### config.mk
export PLATFORM = sky130hd
export DESIGN_NAME = recursive_midpoint_line_raster_unit
export DESIGN_NICKNAME = d
export VERILOG_FILES = /design/src/sv/rmlr_pkg.sv /design/src/sv/rmlr_datapath.sv /design/src/sv/rmlr_out_stage.sv /design/src/sv/rmlr_ctrl.sv /design/src/sv/recursive_midpoint_line_raster_unit.sv
export SDC_FILE = /design/constraint.sdc
export NUM_CORES = 1
export LEC_CHECK = 0
export BUFFER_PORTS_ARGS = -buffer_cell sky130_fd_sc_hd__buf_4
export CORE_ASPECT_RATIO = 0.9
export CORE_MARGIN = 3
export CORE_UTILIZATION = 56
export CTS_CLUSTER_SIZE = 30
export DETAILED_ROUTE_END_ITERATION = 12
export GPL_TIMING_DRIVEN = 0
export PLACE_DENSITY_LB_ADDON = 0.3
export SLEW_MARGIN = 5
export SYNTH_ARGS = -nofsm -noshare
export SYNTH_HDL_FRONTEND = slang
export SYNTH_SLANG_ARGS = --single-unit
### constraint.sdc
create_clock -name clk -period 6 [get_ports clk]
set_input_delay 0.3 -clock clk [delete_from_list [all_inputs] [get_ports clk]]
set_output_delay 0.3 -clock clk [all_outputs]
set_load 0.01 [all_outputs]
### src/sv/rmlr_pkg.sv
`timescale 1ns / 1ps
// ----------------------------------------------------------------------------
// Midpoint line raster package
// Shared constants, payload structs and controller/datapath interface types.
// ----------------------------------------------------------------------------
package rmlr_pkg;

    localparam int GRID_SIZE   = 32;
    localparam int STACK_DEPTH = 8;
    localparam int COORD_W     = 5;
    localparam int SP_W        = $clog2(STACK_DEPTH + 1);
    localparam int IDX_W       = $clog2(STACK_DEPTH);

    typedef struct packed {
        logic [COORD_W-1:0] start_x;
        logic [COORD_W-1:0] start_y;
        logic [COORD_W-1:0] end_x;
        logic [COORD_W-1:0] end_y;
    } req_item_t;

    typedef struct packed {
        logic [COORD_W-1:0] pixel_x;
        logic [COORD_W-1:0] pixel_y;
        logic               last_pixel;
    } pix_item_t;

    typedef struct packed {
        logic [COORD_W-1:0] x;
        logic [COORD_W-1:0] y;
    } point_t;

    typedef struct packed {
        point_t a;
        point_t b;
    } segment_t;

    typedef struct packed {
        logic load;
        logic push;
        logic pop;
        logic emit;
        logic emit_sel_b;
        logic flush;
    } ctrl_cmd_t;

    typedef struct packed {
        logic leaf;
        logic stack_empty;
    } dp_status_t;

    typedef struct packed {
        logic emit_ok;
        logic flush_ok;
    } out_status_t;

    // Coordinates at or beyond the grid edge saturate to the last column or row.
    function automatic logic [COORD_W-1:0] clamp_coord(input logic [COORD_W-1:0] v);
        logic [COORD_W-1:0] c;
        c = v;
        if ({1'b0, v} >= (COORD_W+1)'(GRID_SIZE))
        begin
            c = COORD_W'(GRID_SIZE - 1);
        end
        return c;
    endfunction

endpackage

### src/sv/rmlr_datapath.sv
`timescale 1ns / 1ps
// ----------------------------------------------------------------------------
// Midpoint line raster datapath
// Current segment, midpoint split and the pending segment stack.
// ----------------------------------------------------------------------------
module rmlr_datapath (
    input  logic                 clk,
    input  logic                 rst_n,
    input  rmlr_pkg::req_item_t  req,
    input  rmlr_pkg::ctrl_cmd_t  cmd,
    output rmlr_pkg::dp_status_t status,
    output rmlr_pkg::point_t     cand
);

    rmlr_pkg::segment_t               seg_reg, seg_next;
    logic [rmlr_pkg::SP_W-1:0]        sp_reg, sp_next;
    rmlr_pkg::segment_t               stack_mem [rmlr_pkg::STACK_DEPTH];

    logic [rmlr_pkg::COORD_W-1:0]     dx, dy, span;
    logic [rmlr_pkg::COORD_W:0]       sum_x, sum_y;
    rmlr_pkg::point_t                 mid;
    logic [rmlr_pkg::SP_W-1:0]        sp_dec;
    logic                             stack_full;

    always_comb
    begin
        dx = (seg_reg.a.x > seg_reg.b.x) ? (seg_reg.a.x - seg_reg.b.x)
                                          : (seg_reg.b.x - seg_reg.a.x);
        dy = (seg_reg.a.y > seg_reg.b.y) ? (seg_reg.a.y - seg_reg.b.y)
                                          : (seg_reg.b.y - seg_reg.a.y);
        span  = (dx > dy) ? dx : dy;
        sum_x = {1'b0, seg_reg.a.x} + {1'b0, seg_reg.b.x};
        sum_y = {1'b0, seg_reg.a.y} + {1'b0, seg_reg.b.y};
        mid.x = sum_x[rmlr_pkg::COORD_W:1];
        mid.y = sum_y[rmlr_pkg::COORD_W:1];
        sp_dec     = sp_reg - 1'b1;
        stack_full = (sp_reg == rmlr_pkg::SP_W'(rmlr_pkg::STACK_DEPTH));
    end

    // A segment with coincident endpoints is a leaf too; the duplicate
    // second pixel is dropped downstream.
    assign status.leaf        = (span <= rmlr_pkg::COORD_W'(1)) || stack_full;
    assign status.stack_empty = (sp_reg == '0);
    assign cand = cmd.emit_sel_b ? seg_reg.b : seg_reg.a;

    always_comb
    begin
        seg_next = seg_reg;
        sp_next  = sp_reg;
        priority if (cmd.load)
        begin
            seg_next.a.x = rmlr_pkg::clamp_coord(req.start_x);
            seg_next.a.y = rmlr_pkg::clamp_coord(req.start_y);
            seg_next.b.x = rmlr_pkg::clamp_coord(req.end_x);
            seg_next.b.y = rmlr_pkg::clamp_coord(req.end_y);
            sp_next      = '0;
        end
        else if (cmd.push)
        begin
            seg_next.b = mid;
            sp_next    = sp_reg + 1'b1;
        end
        else if (cmd.pop)
        begin
            sp_next  = sp_dec;
        end
    end

    always_ff @(posedge clk or negedge rst_n)
    begin
        if (!rst_n)
        begin
            sp_reg <= '0;
        end
        else
        begin
            sp_reg <= sp_next;
        end
    end

    // The popped segment is read straight from the stack into the segment register.
    always_ff @(posedge clk)
    begin
        if (cmd.pop)
        begin
            seg_reg <= stack_mem[sp_dec[rmlr_pkg::IDX_W-1:0]];
        end
        else
        begin
            seg_reg <= seg_next;
        end
        if (cmd.push)
        begin
            stack_mem[sp_reg[rmlr_pkg::IDX_W-1:0]] <= '{a: mid, b: seg_reg.b};
        end
    end

    a_sp_bound: assert property (@(posedge clk) disable iff (!rst_n)
        sp_reg <= rmlr_pkg::SP_W'(rmlr_pkg::STACK_DEPTH))
        else $error("segment stack pointer beyond depth");

    a_no_push_full: assert property (@(posedge clk) disable iff (!rst_n)
        cmd.push |-> !stack_full)
        else $error("push onto a full segment stack");

    a_no_pop_empty: assert property (@(posedge clk) disable iff (!rst_n)
        cmd.pop |-> (sp_reg != '0))
        else $error("pop from an empty segment stack");

endmodule

### src/sv/rmlr_out_stage.sv
`timescale 1ns / 1ps
// ----------------------------------------------------------------------------
// Midpoint line raster output stage
// Drops repeated pixels, holds one pixel back to flag the last, output register.
// ----------------------------------------------------------------------------
module rmlr_out_stage (
    input  logic                  clk,
    input  logic                  rst_n,
    input  rmlr_pkg::ctrl_cmd_t   cmd,
    input  rmlr_pkg::point_t      cand,
    output rmlr_pkg::out_status_t status,
    output logic                  pix_valid,
    input  logic                  pix_ready,
    output rmlr_pkg::pix_item_t   pix
);

    logic                 pend_valid_reg, pend_valid_next;
    rmlr_pkg::point_t     pend_reg, pend_next;
    logic                 out_valid_reg, out_valid_next;
    rmlr_pkg::pix_item_t  out_reg, out_next;
    logic                 out_free;
    logic                 is_new;

    assign out_free        = !out_valid_reg || pix_ready;
    assign is_new          = pend_valid_reg && (cand != pend_reg);
    assign status.emit_ok  = !is_new || out_free;
    assign status.flush_ok = out_free;
    assign pix_valid       = out_valid_reg;
    assign pix             = out_reg;

    always_comb
    begin
        pend_valid_next = pend_valid_reg;
        pend_next       = pend_reg;
        out_valid_next  = out_valid_reg && !pix_ready;
        out_next        = out_reg;
        if (cmd.emit)
        begin
            if (!pend_valid_reg)
            begin
                pend_valid_next = 1'b1;
                pend_next       = cand;
            end
            else if (is_new && out_free)
            begin
                // A different pixel arrives, so the held one is not the last.
                out_valid_next = 1'b1;
                out_next       = '{pixel_x: pend_reg.x, pixel_y: pend_reg.y,
                                   last_pixel: 1'b0};
                pend_next      = cand;
            end
        end
        else if (cmd.flush && out_free)
        begin
            out_valid_next  = 1'b1;
            out_next        = '{pixel_x: pend_reg.x, pixel_y: pend_reg.y,
                                last_pixel: 1'b1};
            pend_valid_next = 1'b0;
        end
    end

    always_ff @(posedge clk or negedge rst_n)
    begin
        if (!rst_n)
        begin
            pend_valid_reg <= 1'b0;
            out_valid_reg  <= 1'b0;
        end
        else
        begin
            pend_valid_reg <= pend_valid_next;
            out_valid_reg  <= out_valid_next;
        end
    end

    always_ff @(posedge clk)
    begin
        pend_reg <= pend_next;
        out_reg  <= out_next;
    end

    a_flush_clears: assert property (@(posedge clk) disable iff (!rst_n)
        cmd.flush && out_free |=> !pend_valid_reg && out_valid_reg && out_reg.last_pixel)
        else $error("flush did not deliver a last pixel");

endmodule

### src/sv/rmlr_ctrl.sv
`timescale 1ns / 1ps
// ----------------------------------------------------------------------------
// Midpoint line raster controller
// Sequences load, split, leaf painting, stack pop and the final flush.
// ----------------------------------------------------------------------------
module rmlr_ctrl (
    input  logic                  clk,
    input  logic                  rst_n,
    input  logic                  req_valid,
    output logic                  req_ready,
    input  rmlr_pkg::dp_status_t  dp_status,
    input  rmlr_pkg::out_status_t out_status,
    output rmlr_pkg::ctrl_cmd_t   cmd
);

    localparam logic [1:0] ST_IDLE   = 2'd0;
    localparam logic [1:0] ST_EVAL   = 2'd1;
    localparam logic [1:0] ST_LEAF_B = 2'd2;
    localparam logic [1:0] ST_FLUSH  = 2'd3;

    logic [1:0] state_reg, state_next;

    assign req_ready = (state_reg == ST_IDLE);

    always_comb
    begin
        state_next = state_reg;
        cmd        = '0;
        unique case (state_reg)
            ST_IDLE:
            begin
                if (req_valid)
                begin
                    cmd.load   = 1'b1;
                    state_next = ST_EVAL;
                end
            end
            ST_EVAL:
            begin
                if (dp_status.leaf)
                begin
                    cmd.emit = 1'b1;
                    if (out_status.emit_ok)
                    begin
                        state_next = ST_LEAF_B;
                    end
                end
                else
                begin
                    cmd.push = 1'b1;
                end
            end
            ST_LEAF_B:
            begin
                cmd.emit       = 1'b1;
                cmd.emit_sel_b = 1'b1;
                if (out_status.emit_ok)
                begin
                    if (dp_status.stack_empty)
                    begin
                        state_next = ST_FLUSH;
                    end
                    else
                    begin
                        cmd.pop    = 1'b1;
                        state_next = ST_EVAL;
                    end
                end
            end
            ST_FLUSH:
            begin
                cmd.flush = 1'b1;
                if (out_status.flush_ok)
                begin
                    state_next = ST_IDLE;
                end
            end
            default:
            begin
                state_next = ST_IDLE;
            end
        endcase
    end

    always_ff @(posedge clk or negedge rst_n)
    begin
        if (!rst_n)
        begin
            state_reg <= ST_IDLE;
        end
        else
        begin
            state_reg <= state_next;
        end
    end

endmodule

### src/sv/recursive_midpoint_line_raster_unit.sv
`timescale 1ns / 1ps
// ----------------------------------------------------------------------------
// Recursive midpoint line raster unit
// Turns a two-endpoint line request into the pixels of midpoint subdivision.
// ----------------------------------------------------------------------------
// One request is taken only while the unit is idle. The line is split at the
// floored midpoint until its segments have adjacent endpoints; each such leaf
// paints both endpoints, repeated pixels are dropped and the final pixel is
// marked with last_pixel. The sequencer takes the request, then splits the
// segment at hand or paints the two endpoints of a leaf segment in turn, and
// at the end releases the last pixel.
// Output stalls hold the sequencer only when a new pixel has to leave.
module recursive_midpoint_line_raster_unit (
    input  logic                clk,
    input  logic                rst_n,
    input  logic                req_valid,
    output logic                req_ready,
    input  rmlr_pkg::req_item_t req,
    output logic                pix_valid,
    input  logic                pix_ready,
    output rmlr_pkg::pix_item_t pix
);

    rmlr_pkg::ctrl_cmd_t   cmd;
    rmlr_pkg::dp_status_t  dp_status;
    rmlr_pkg::out_status_t out_status;
    rmlr_pkg::point_t      cand;

    rmlr_ctrl u_ctrl (
        .clk        (clk),
        .rst_n      (rst_n),
        .req_valid  (req_valid),
        .req_ready  (req_ready),
        .dp_status  (dp_status),
        .out_status (out_status),
        .cmd        (cmd)
    );

    rmlr_datapath u_datapath (
        .clk    (clk),
        .rst_n  (rst_n),
        .req    (req),
        .cmd    (cmd),
        .status (dp_status),
        .cand   (cand)
    );

    rmlr_out_stage u_out_stage (
        .clk       (clk),
        .rst_n     (rst_n),
        .cmd       (cmd),
        .cand      (cand),
        .status    (out_status),
        .pix_valid (pix_valid),
        .pix_ready (pix_ready),
        .pix       (pix)
    );

endmodule

==> After elaboration in Yosys (flattened, before gate mapping) <==
Memory sizes are Yosys's and may differ from the RTL's.
Cells that the tools add are included.
{ "totals": {"regBits": 49, "mem_bits_rw": 160, "input_bits": 24, "out_inout_bits": 13, "word_cells": 100, "mem_count": 1} }
{ "mem_list": {"columns": ["name", "depth", "width", "read_ports", "rd_ports_with_merged_regs", "write_ports", "line", "source"], "rows": [
  ["u_datapath.stack_mem", 8, 20, 1, 0, 1, "rmlr_datapath.sv:17", "rmlr_pkg::segment_t stack_mem [rmlr_pkg::STACK_DEPTH];"]
]} }
{ "op_classes": {"n_addsub": 8, "order_cmp": 4, "eq_ne": 13, "mux": 43, "reduce_logical": 18} }
{ "ops": {"columns": ["cell", "count"], "rows": [
  ["$mux W10", 6],
  ["$mux W11", 4],
  ["$mux W20", 1],
  ["$sub A5 B5 Y5", 4],
  ["$mux W1", 18],
  ["$gt A5 B5 Y1", 3],
  ["$mux W5", 3],
  ["$add A5 B5 Y6", 2],
  ["$mux W2", 6],
  ["$mux W4", 3],
  ["$ne A10 B10 Y1", 1],
  ["$ne A2 B2 Y1 const B", 5],
  ["$pmux W2 S4", 1],
  ["$ne A2 B1 Y1 const B", 3],
  ["$le A5 B1 Y1 const B", 1],
  ["$reduce_and A5 Y1", 1],
  ["$add A4 B1 Y4 const B", 1],
  ["$eq A2 B2 Y1 const B", 2],
  ["$eq A4 B4 Y1 const B", 1],
  ["$logic_and A1 B1 Y1", 4],
  ["$logic_not A4 Y1", 1],
  ["$reduce_bool A2 Y1", 2],
  ["$sub A4 B1 Y4 const B", 1],
  ["$logic_not A1 Y1", 3],
  ["7 further kinds", 9]
]} }

==> Logic depth before layout (Yosys ltp) <==
Gate-level depths: netlist of run 1.
{ "depth": {"depth_word": 12, "ltp_mapped": 18, "depth_no_buf": 18} }

==> Modules after synthesis <==
From an unflattened synthesis of run 1, not the netlist that was laid out.
{ "unflattened": {"cells_unflattened": 598, "area_unflattened_um2": 9630.5} }
{ "by_module_without_submodules": {"columns": ["mod", "instances", "cells_each", "area_per_inst_um2", "seq_area_each_um2"], "rows": [
  ["rmlr_datapath", 1, 525, 8530.7, 5505.3],
  ["rmlr_out_stage", 1, 50, 868.3, 680.7],
  ["rmlr_ctrl", 1, 23, 231.5, 50.0]
]} }

==> Worst setup path after synthesis of run 1 <==
No wires, ideal clock.
{ "synth_timing": {"path_kind": "register -> register", "startpoint": "register u_datapath.seg_reg[6] (netlist name)", "endpoint": "register u_datapath.sp_reg[3] (netlist name)", "setup_time_ns": 0.135, "arrival_time_ns": 5.602, "t_required_ns": 5.865, "setup_slack_ns": 0.263, "stages_incl_launch_ff": 17, "n_path_buf": 0, "synth_period_minus_slack_ns": 5.737, "path_cell_list": "edfxtp_1 -> inv_1 -> ha_1 -> nor2b_1 -> o31a_2 -> o21bai_4 -> mux2i_1 -> xor2_1 -> ha_1 -> nand2_1 -> o22ai_1 -> a21o_1 -> o211ai_1 -> o21ai_0 -> nor4_1 -> o21ai_0 -> nor3b_1"} }
{ "synth_between": {"elab_chain_cells": 10, "word_cells_on_any_way": 20, "classes_between": "2 x add/sub; 3 x order compare; 1 x eq/ne; 9 x mux; 5 x reduce/logical"} }
{ "synth_lines": {"columns": ["item", "line", "source"], "rows": [
  ["from (decl)", "rmlr_datapath.sv:15", "rmlr_pkg::segment_t seg_reg, seg_next;"],
  ["from (signal assigned)", "rmlr_datapath.sv:86", "seg_reg <= stack_mem[sp_dec[rmlr_pkg::IDX_W-1:0]];"],
  ["from (signal assigned)", "rmlr_datapath.sv:90", "seg_reg <= seg_next;"],
  ["$sub A5 B5 Y5 (tied with other cells)", "rmlr_datapath.sv:28", ": (seg_reg.b.x - seg_reg.a.x);"],
  ["$mux W5", "rmlr_datapath.sv:27", "dx = (seg_reg.a.x > seg_reg.b.x) ? (seg_reg.a.x - seg_reg.b.x)"],
  ["$gt A5 B5 Y1", "rmlr_datapath.sv:31", "span = (dx > dy) ? dx : dy;"],
  ["$mux W5", "rmlr_datapath.sv:31", null],
  ["$le A5 B1 Y1", "rmlr_datapath.sv:42", "assign status.leaf = (span <= rmlr_pkg::COORD_W'(1)) || stack_full;"],
  ["$logic_or A1 B1 Y1", "rmlr_datapath.sv:42", null],
  ["$mux W1", "rmlr_ctrl.sv:40", "if (dp_status.leaf)"],
  ["$mux W1", "rmlr_ctrl.sv:29", "unique case (state_reg)"],
  ["$mux W4", "rmlr_datapath.sv:58", "else if (cmd.push)"],
  ["$mux W4", "rmlr_datapath.sv:50", "priority if (cmd.load)"],
  ["to (signal assigned)", "rmlr_datapath.sv:77", "sp_reg <= sp_next;"],
  ["to (decl)", "rmlr_datapath.sv:16", "logic [rmlr_pkg::SP_W-1:0] sp_reg, sp_next;"]
]} }
Several ways; a longest one is shown, not always the timed one.
A chain may end at the register's enable or synchronous reset.

==> Final worst setup path of run 1 <==
{ "layout_timing": {"startpoint": "register u_datapath.seg_reg[6] (netlist name)", "endpoint": "memory u_datapath.stack_mem[4][14] (netlist name) (enable)"} }
{ "layout_between": {"elab_chain_cells": 10, "word_cells_on_any_way": 12, "classes_between": "2 x add/sub; 3 x order compare; 6 x mux; 1 x reduce/logical"} }
{ "layout_lines": {"columns": ["item", "line", "source"], "rows": [
  ["$sub A5 B5 Y5 (tied with other cells)", "rmlr_datapath.sv:28", null],
  ["$mux W5 (*)", "rmlr_datapath.sv:27", null],
  ["$gt A5 B5 Y1", "rmlr_datapath.sv:31", null],
  ["$mux W5 (*)", "rmlr_datapath.sv:31", null],
  ["$le A5 B1 Y1 (*)", "rmlr_datapath.sv:42", null],
  ["$logic_or A1 B1 Y1 (*)", "rmlr_datapath.sv:42", null],
  ["$mux W1 (*)", "rmlr_ctrl.sv:40", null],
  ["$mux W1 (*)", "rmlr_ctrl.sv:29", null],
  ["$mux W1 (*)", "rmlr_datapath.sv:92", "if (cmd.push)"],
  ["$mux W1 (implied by the code) (*)", "rmlr_datapath.sv:94", "stack_mem[sp_reg[rmlr_pkg::IDX_W-1:0]] <= '{a: mid, b: seg_reg.b};"],
  ["to (decl)", "rmlr_datapath.sv:17", null]
]} }
Every way passes the cells marked *; elsewhere a longest branch is shown, timed or not.

==> impl_metrics.toml, run 1 <==
[critical_path]
cp_data_required_time_ps = 6210
critPathCaptureType = "flop"
cp.arrival_ps = 5810
critPathMostFrequentCell = "ha_1"
crit_path_cell_trace = "inv_1 > ha_1 > nor2b_1 > o31a_2 > o21bai_4 > mux2i_1 > xor2_1 > ha_1 > nand2_1 > o22ai_1 > a21o_1 > o211ai_1 > o21ai_0 > or3_1 > nor3b_2 > buf_6 > buf_4"
worstSetupStartpointType = "flop"
path_class = "flop to flop"
worst-path-max-fanout = 13
critical_path.max_stage_delay_ps = 730
critPathSlowestCell = "nor3b_2"

[synth]
synth_nets = 695
syn_area_per_cell_um2 = 15.6
synth_edf_count = 201
ys_seq_area_share_pct = 64.1
synthCells = 626
ys_warn_count = 0
async_flop_share_pct = 3.83
ys_ff_latch = 209
ys_types = 51
ys.flop_type = "edfxtp_1"
syn-cell-area_um2 = 9740

[cells_and_area]
final_layout_size_suffix_gt1_share_pct = 23.3
antenna_cells = 0
largest_reg_flops = 160
nFillCells = 1172
nets = 771
area_delta_synth_final_pct = 15.4

[place]
dp.final_hpwl_um = 15200
routabilityCongestion = 0.879
port_buffers = 36

[timing]
worst_pin_slew_ps = 970
rsz0062_at_grt = "no"
skew_ps = 16.9
setup_viol = 0
hold_viol = 0
fin_setup_tns_ps = 0
min_period_over_period_pct = 93.3
final.min_clock_period_ps = 5600
fmax_ghz = 0.179
max_slew_margin_pct = 34.8
final_max_slew_viol_count = 0

[floorplanning]
io_pins = 37
initial_utilization_pct = 57.4
rows = 45
die_h_um = 131
core_um2 = 16900
die_w_um = 145
die-area_um2 = 19000

[clock_network]
cts_made_buffers = 22
cts_max_level = 1
tritoncts = "done"
clkTransAtPathRegs_ps = 60
cts_buffer_depth = 3
cts_root_buffer = "clkbuf_16"
cts_sinks = 209
clk_latency_ps = 520

[routing]
vias_per_cell = 5.89
drc = 0
routed_wirelength_um = 21500
ant_nets = 0
dr.pass1.iters = 5
drtIter0Drc = 561
via_count = 5610
wl_per_cell_um = 22.6

[global_route]
antenna_found_initial = 0
grt_pass1_vias = 5703
grt_pass1_wl_um = 33000
grt.total_usage_pct = 22.9
grt_max_degree = 21
overflow = 0

[min_path]
hp-class = "input port to flop"

[status]
status = "completed"

[run]
maxCapViolCount = 0
[layout by cell type (no fill, tap or decap), types with 4 or more instances in the layout]
cell type / n
mux4_2: 40
nor2b_1: 9
nor2_1: 48
buf_4: 45
inv_1: 40
nor3_2: 4
mux2i_1: 25
buf_6: 9
or3_1: 5
clkbuf_1: 19
nand2_1: 25
dfrtp_1: 8
buf_2: 7
o21ai_0: 23
o21a_1: 5
edfxtp_1: 201
nor3_1: 7
xor2_1: 20
a21oi_1: 29
mux2_2: 16
fa_1: 6
ha_1: 39
nand3_1: 6
clkbuf_16: 22
[timing repair]
action | 4_1_cts | 5_1_grt
hold buffers | 1 | 0
endpoints found under the hold margin | 8 | 0
gates resized for setup | 0 | 0
buffers inserted | 0 | 0
[Yosys cell counts (all sizes together), types with 3 or more instances]
cell / number / area share [%]
a21o: 3 / 0.23
a21oi: 29 / 1.5
a31oi: 3 / 0.19
buf: 11 / 0.67
clkbuf: 14 / 0.54
dfrtp: 8 / 2.1
edfxtp: 201 / 62
fa: 6 / 1.2
ha: 39 / 5.0
inv: 40 / 1.5
mux2: 17 / 2.0
mux2i: 25 / 2.6
mux4: 40 / 9.3
nand2: 25 / 0.96
nand3: 6 / 0.31
nor2: 49 / 1.9
nor2b: 9 / 0.58
nor3: 11 / 0.57
nor3b: 4 / 0.31
o21a: 5 / 0.39
o21ai: 23 / 1.2
o21bai: 4 / 0.42
or3: 7 / 0.55
xor2: 20 / 1.8
[cell type report]
| cell class | instances | area, um^2 | area share, % |
|---|---|---|---|
| clock buffer | 27 | 569 | 5.07 |
| clock inverter | 13 | 173 | 1.54 |
| inverter | 40 | 150 | 1.34 |
| tap | 235 | 294 | 2.62 |
| multi-input combinational | 352 | 3280 | 29.1 |
| sequential | 209 | 6240 | 55.5 |
| timing repair buffer | 52 | 423 | 3.76 |
| buffer | 25 | 118 | 1.05 |
[per-stage QoR]
step	hold WS, ps	utilization, %	area (um^2)	instances	setup slack, ps
2_1_floorplan	4.41	-	9740	626	263
3_5_place_dp	124	61.9	10500	912	391
3_3_place_gp	122	60.8	10300	897	-2530
6_report	133	66.3	11200	953	403
4_1_cts	116	66.3	11200	953	407
5_1_grt	132	66.3	11200	953	175
[cell families after synthesis]
kind of cell    count (synthesis)  share of synthesized area, %
flops                         209                          64.1
simple gates                  122                          5.89
mux                            82                          13.8
compound gates                 81                          5.26
buf+inv                        65                          2.75
fa+ha+maj                      45                          6.25
xor+xnor                       22                          1.98
[layer usage]
layer	track usage, %	wire length, um
met1	32.6	9250
met2	37.7	10200
met3	3.88	1510
met4	6.59	566
met5	0	0
[path summary, 6_finish.rpt]
path                                         start                          end  cells past startpoint  slack, ps
max in group asynchronous                    rst_n        u_out_stage.pix_valid                      2       5730
max                          u_datapath.seg_reg[6]  u_datapath.stack_mem[4][14]                     17        400
min                                        req[10]       u_datapath.seg_reg[10]                      3        130
min in group asynchronous                    rst_n         u_datapath.sp_reg[2]                      2        140
min reg2reg                u_out_stage.pend_reg[2]           u_out_stage.pix[3]                      0        480
max reg2reg                  u_datapath.seg_reg[6]  u_datapath.stack_mem[4][14]                     17        400
[critical path: cells and delay by family, from the launching register on]
kind | cells | cell delay, ps
AND/OR/NAND/NOR | 4 | 1530
AO/OA/AOI/OAI | 6 | 1150
adder cells (fa/ha/maj) | 2 | 700
buffers and inverters | 3 | 690
flip-flops | 1 | 650
XOR/XNOR | 1 | 340
multiplexers | 1 | 230
Power of run 1 is left out: the tool's default activity adds up to more than one toggle a clock period on the data nets, which glitch-free logic cannot reach.
==> inputs of run 2 (changes only) <==
--- a/config.mk
+++ b/config.mk
@@ -5,10 +5,11 @@
 export SDC_FILE = /design/constraint.sdc
 export NUM_CORES = 1
 export LEC_CHECK = 0
+export ABC_CLOCK_PERIOD_IN_PS = 6300
 export BUFFER_PORTS_ARGS = -buffer_cell sky130_fd_sc_hd__buf_4
 export CORE_ASPECT_RATIO = 0.9
-export CORE_MARGIN = 3
-export CORE_UTILIZATION = 56
+export CORE_MARGIN = 8
+export CORE_UTILIZATION = 62
 export CTS_CLUSTER_SIZE = 30
 export DETAILED_ROUTE_END_ITERATION = 12
 export GPL_TIMING_DRIVEN = 0
==> constraint.sdc (replaced) <==
create_clock -name clk -period 6.3 [get_ports clk]
set_input_delay 0.315 -clock clk [delete_from_list [all_inputs] [get_ports clk]]
set_output_delay 0.315 -clock clk [all_outputs]
set_load 0.01 [all_outputs]
==> run 2 against run 1 <==
Critical path depth unchanged; via count increased by 0.87%; core utilization increased by 6.6 points; non-clock buffer count increased by 2; setup slack improved by 370 ps; count of clock-buffer cells in the layout increased by 1; critical path type unchanged; critical endpoint is now u_datapath.stack_mem[0][11]; largest cell class unchanged.
==> impl_metrics.toml, run 2 (synthesized netlist as in run 1, its figures left out) <==
[global_route]
grt_pass1_vias = 5763
grt_max_degree = 16
grt.total_usage_pct = 21.7
overflow = 0
grt_pass1_wl_um = 32900
antenna_found_initial = 0

[critical_path]
cp_data_required_time_ps = 6510
cpLargestDelayFamily = "simple AND/OR/NAND/NOR gates"
crit_path_cell_trace = "inv_1 > ha_1 > nor2b_1 > o31a_2 > o21bai_4 > mux2i_1 > xor2_1 > ha_1 > nand2_1 > o22ai_1 > a21o_1 > o211ai_1 > o21ai_0 > or3_1 > nor3_2 > buf_4 > buf_6"
worst-path-max-fanout = 13
critical_path.max_stage_delay_ps = 680
critPathMostFrequentCell = "ha_1"
cp.arrival_ps = 5740
worstSetupStartpointType = "flop"
critPathCaptureType = "flop"
critPathSlowestCell = "edfxtp_1"
path_class = "flop to flop"
path_buf_inv = 3

[clock_network]
tritoncts = "done"
clk_latency_ps = 500
cts_root_buffer = "clkbuf_16"
cts_buffer_depth = 3
cts_sinks = 209
cts_made_buffers = 21
clkTransAtPathRegs_ps = 60
cts_max_level = 1

[cells_and_area]
most-common-layout-cells = "edfxtp_1, nor2_1, buf_4"
nets = 772
area_delta_synth_final_pct = 15.3
final_util_pct = 72.9
final_cell_area_um2 = 11200
antenna_cells = 0
largest_reg_flops = 160
final_common_cell = "edfxtp_1"
final_layout_size_suffix_gt1_share_pct = 23.5

[timing]
max_slew_margin_pct = 35.7
fmax_ghz = 0.181
final_max_slew_viol_count = 0
final.min_clock_period_ps = 5520
worst_pin_slew_ps = 964
setup_viol = 0
hold_viol = 0
min_period_over_period_pct = 87.7
rsz0062_at_grt = "no"
skew_ps = 8.49

[place]
routabilityCongestion = 0.866
port_buffers = 36
postPlaceCellArea_um2 = 10500
dp.final_hpwl_um = 15000

[routing]
dr.pass1.iters = 5
via_count = 5659
wl_per_cell_um = 23.4
routed_wirelength_um = 21500
drc = 0
drtIter0Drc = 474
ant_nets = 0
vias_per_cell = 6.15

[floorplanning]
die_h_um = 135
initial_utilization_pct = 63.3
die_w_um = 148
rows = 43
io_pins = 37
core_um2 = 15400
die-area_um2 = 20000

[run]
maxCapViolCount = 0

[min_path]
hp-class = "input port to flop"

[status]
status = "completed"
==> run 2: tightest hold or removal path, cell delays in order <==
cell and delay (ps):
buf_4 80, nor2_1 30, a21oi_1 110
==> run 2: stage by stage <==
step,hold slack (ps),setup slack [ps],setup TNS (ps),instances
floorplan,19.4,563,0,626
global placement,139,-2060,-134670,864
detailed placement,142,899,0,881
CTS,131,841,0,920
global route,161,469,0,920
finish,155,776,0,920
==> run 2: layout make-up <==
| type | count | area, um^2 |
|---|---|---|
| well taps | 202 | 253 |
| multi-input cells | 352 | 3270 |
| clock inverters | 10 | 158 |
| plain buffers | 25 | 118 |
| repair buffers | 54 | 458 |
| inverters | 40 | 150 |
| flip-flops and latches | 209 | 6240 |
| fillers | 964 | 4160 |
| clock buffers | 28 | 582 |
==> run 2: final timing paths <==
kind	start	to	slack, ps	depth (start not counted)
min in group asynchronous	rst_n	u_datapath.sp_reg[0]	170	2
worst max register to register	u_datapath.seg_reg[6]	u_datapath.stack_mem[0][11]	780	17
worst min register to register	u_out_stage.pend_reg[7]	u_out_stage.pix[8]	470	0
max in group asynchronous	rst_n	u_datapath.sp_reg[2]	6000	2
worst max-delay path	u_datapath.seg_reg[6]	u_datapath.stack_mem[0][11]	780	17
worst min-delay path	req[12]	u_datapath.seg_reg[12]	160	3
==> run 2: what timing repair did <==
item | CTS | global route
setup buffers | 0 | 0
hold endpoints to repair | 8 | 0
hold buffers | 1 | 0
setup endpoints to repair | 0 | 0
resized for setup | 0 | 0
==> run 2: per-layer routing <==
layer | global-route usage [%] | vias to the layer above | routed length [um]
li1 | - | 2527 | -
met1 | 28.4 | 2826 | 8800
met4 | 8.21 | 0 | 703
met3 | 3.44 | 52 | 1430
met2 | 36.2 | 254 | 10600
met5 | 0 | - | 0
Power of run 2 is left out for the same reason.
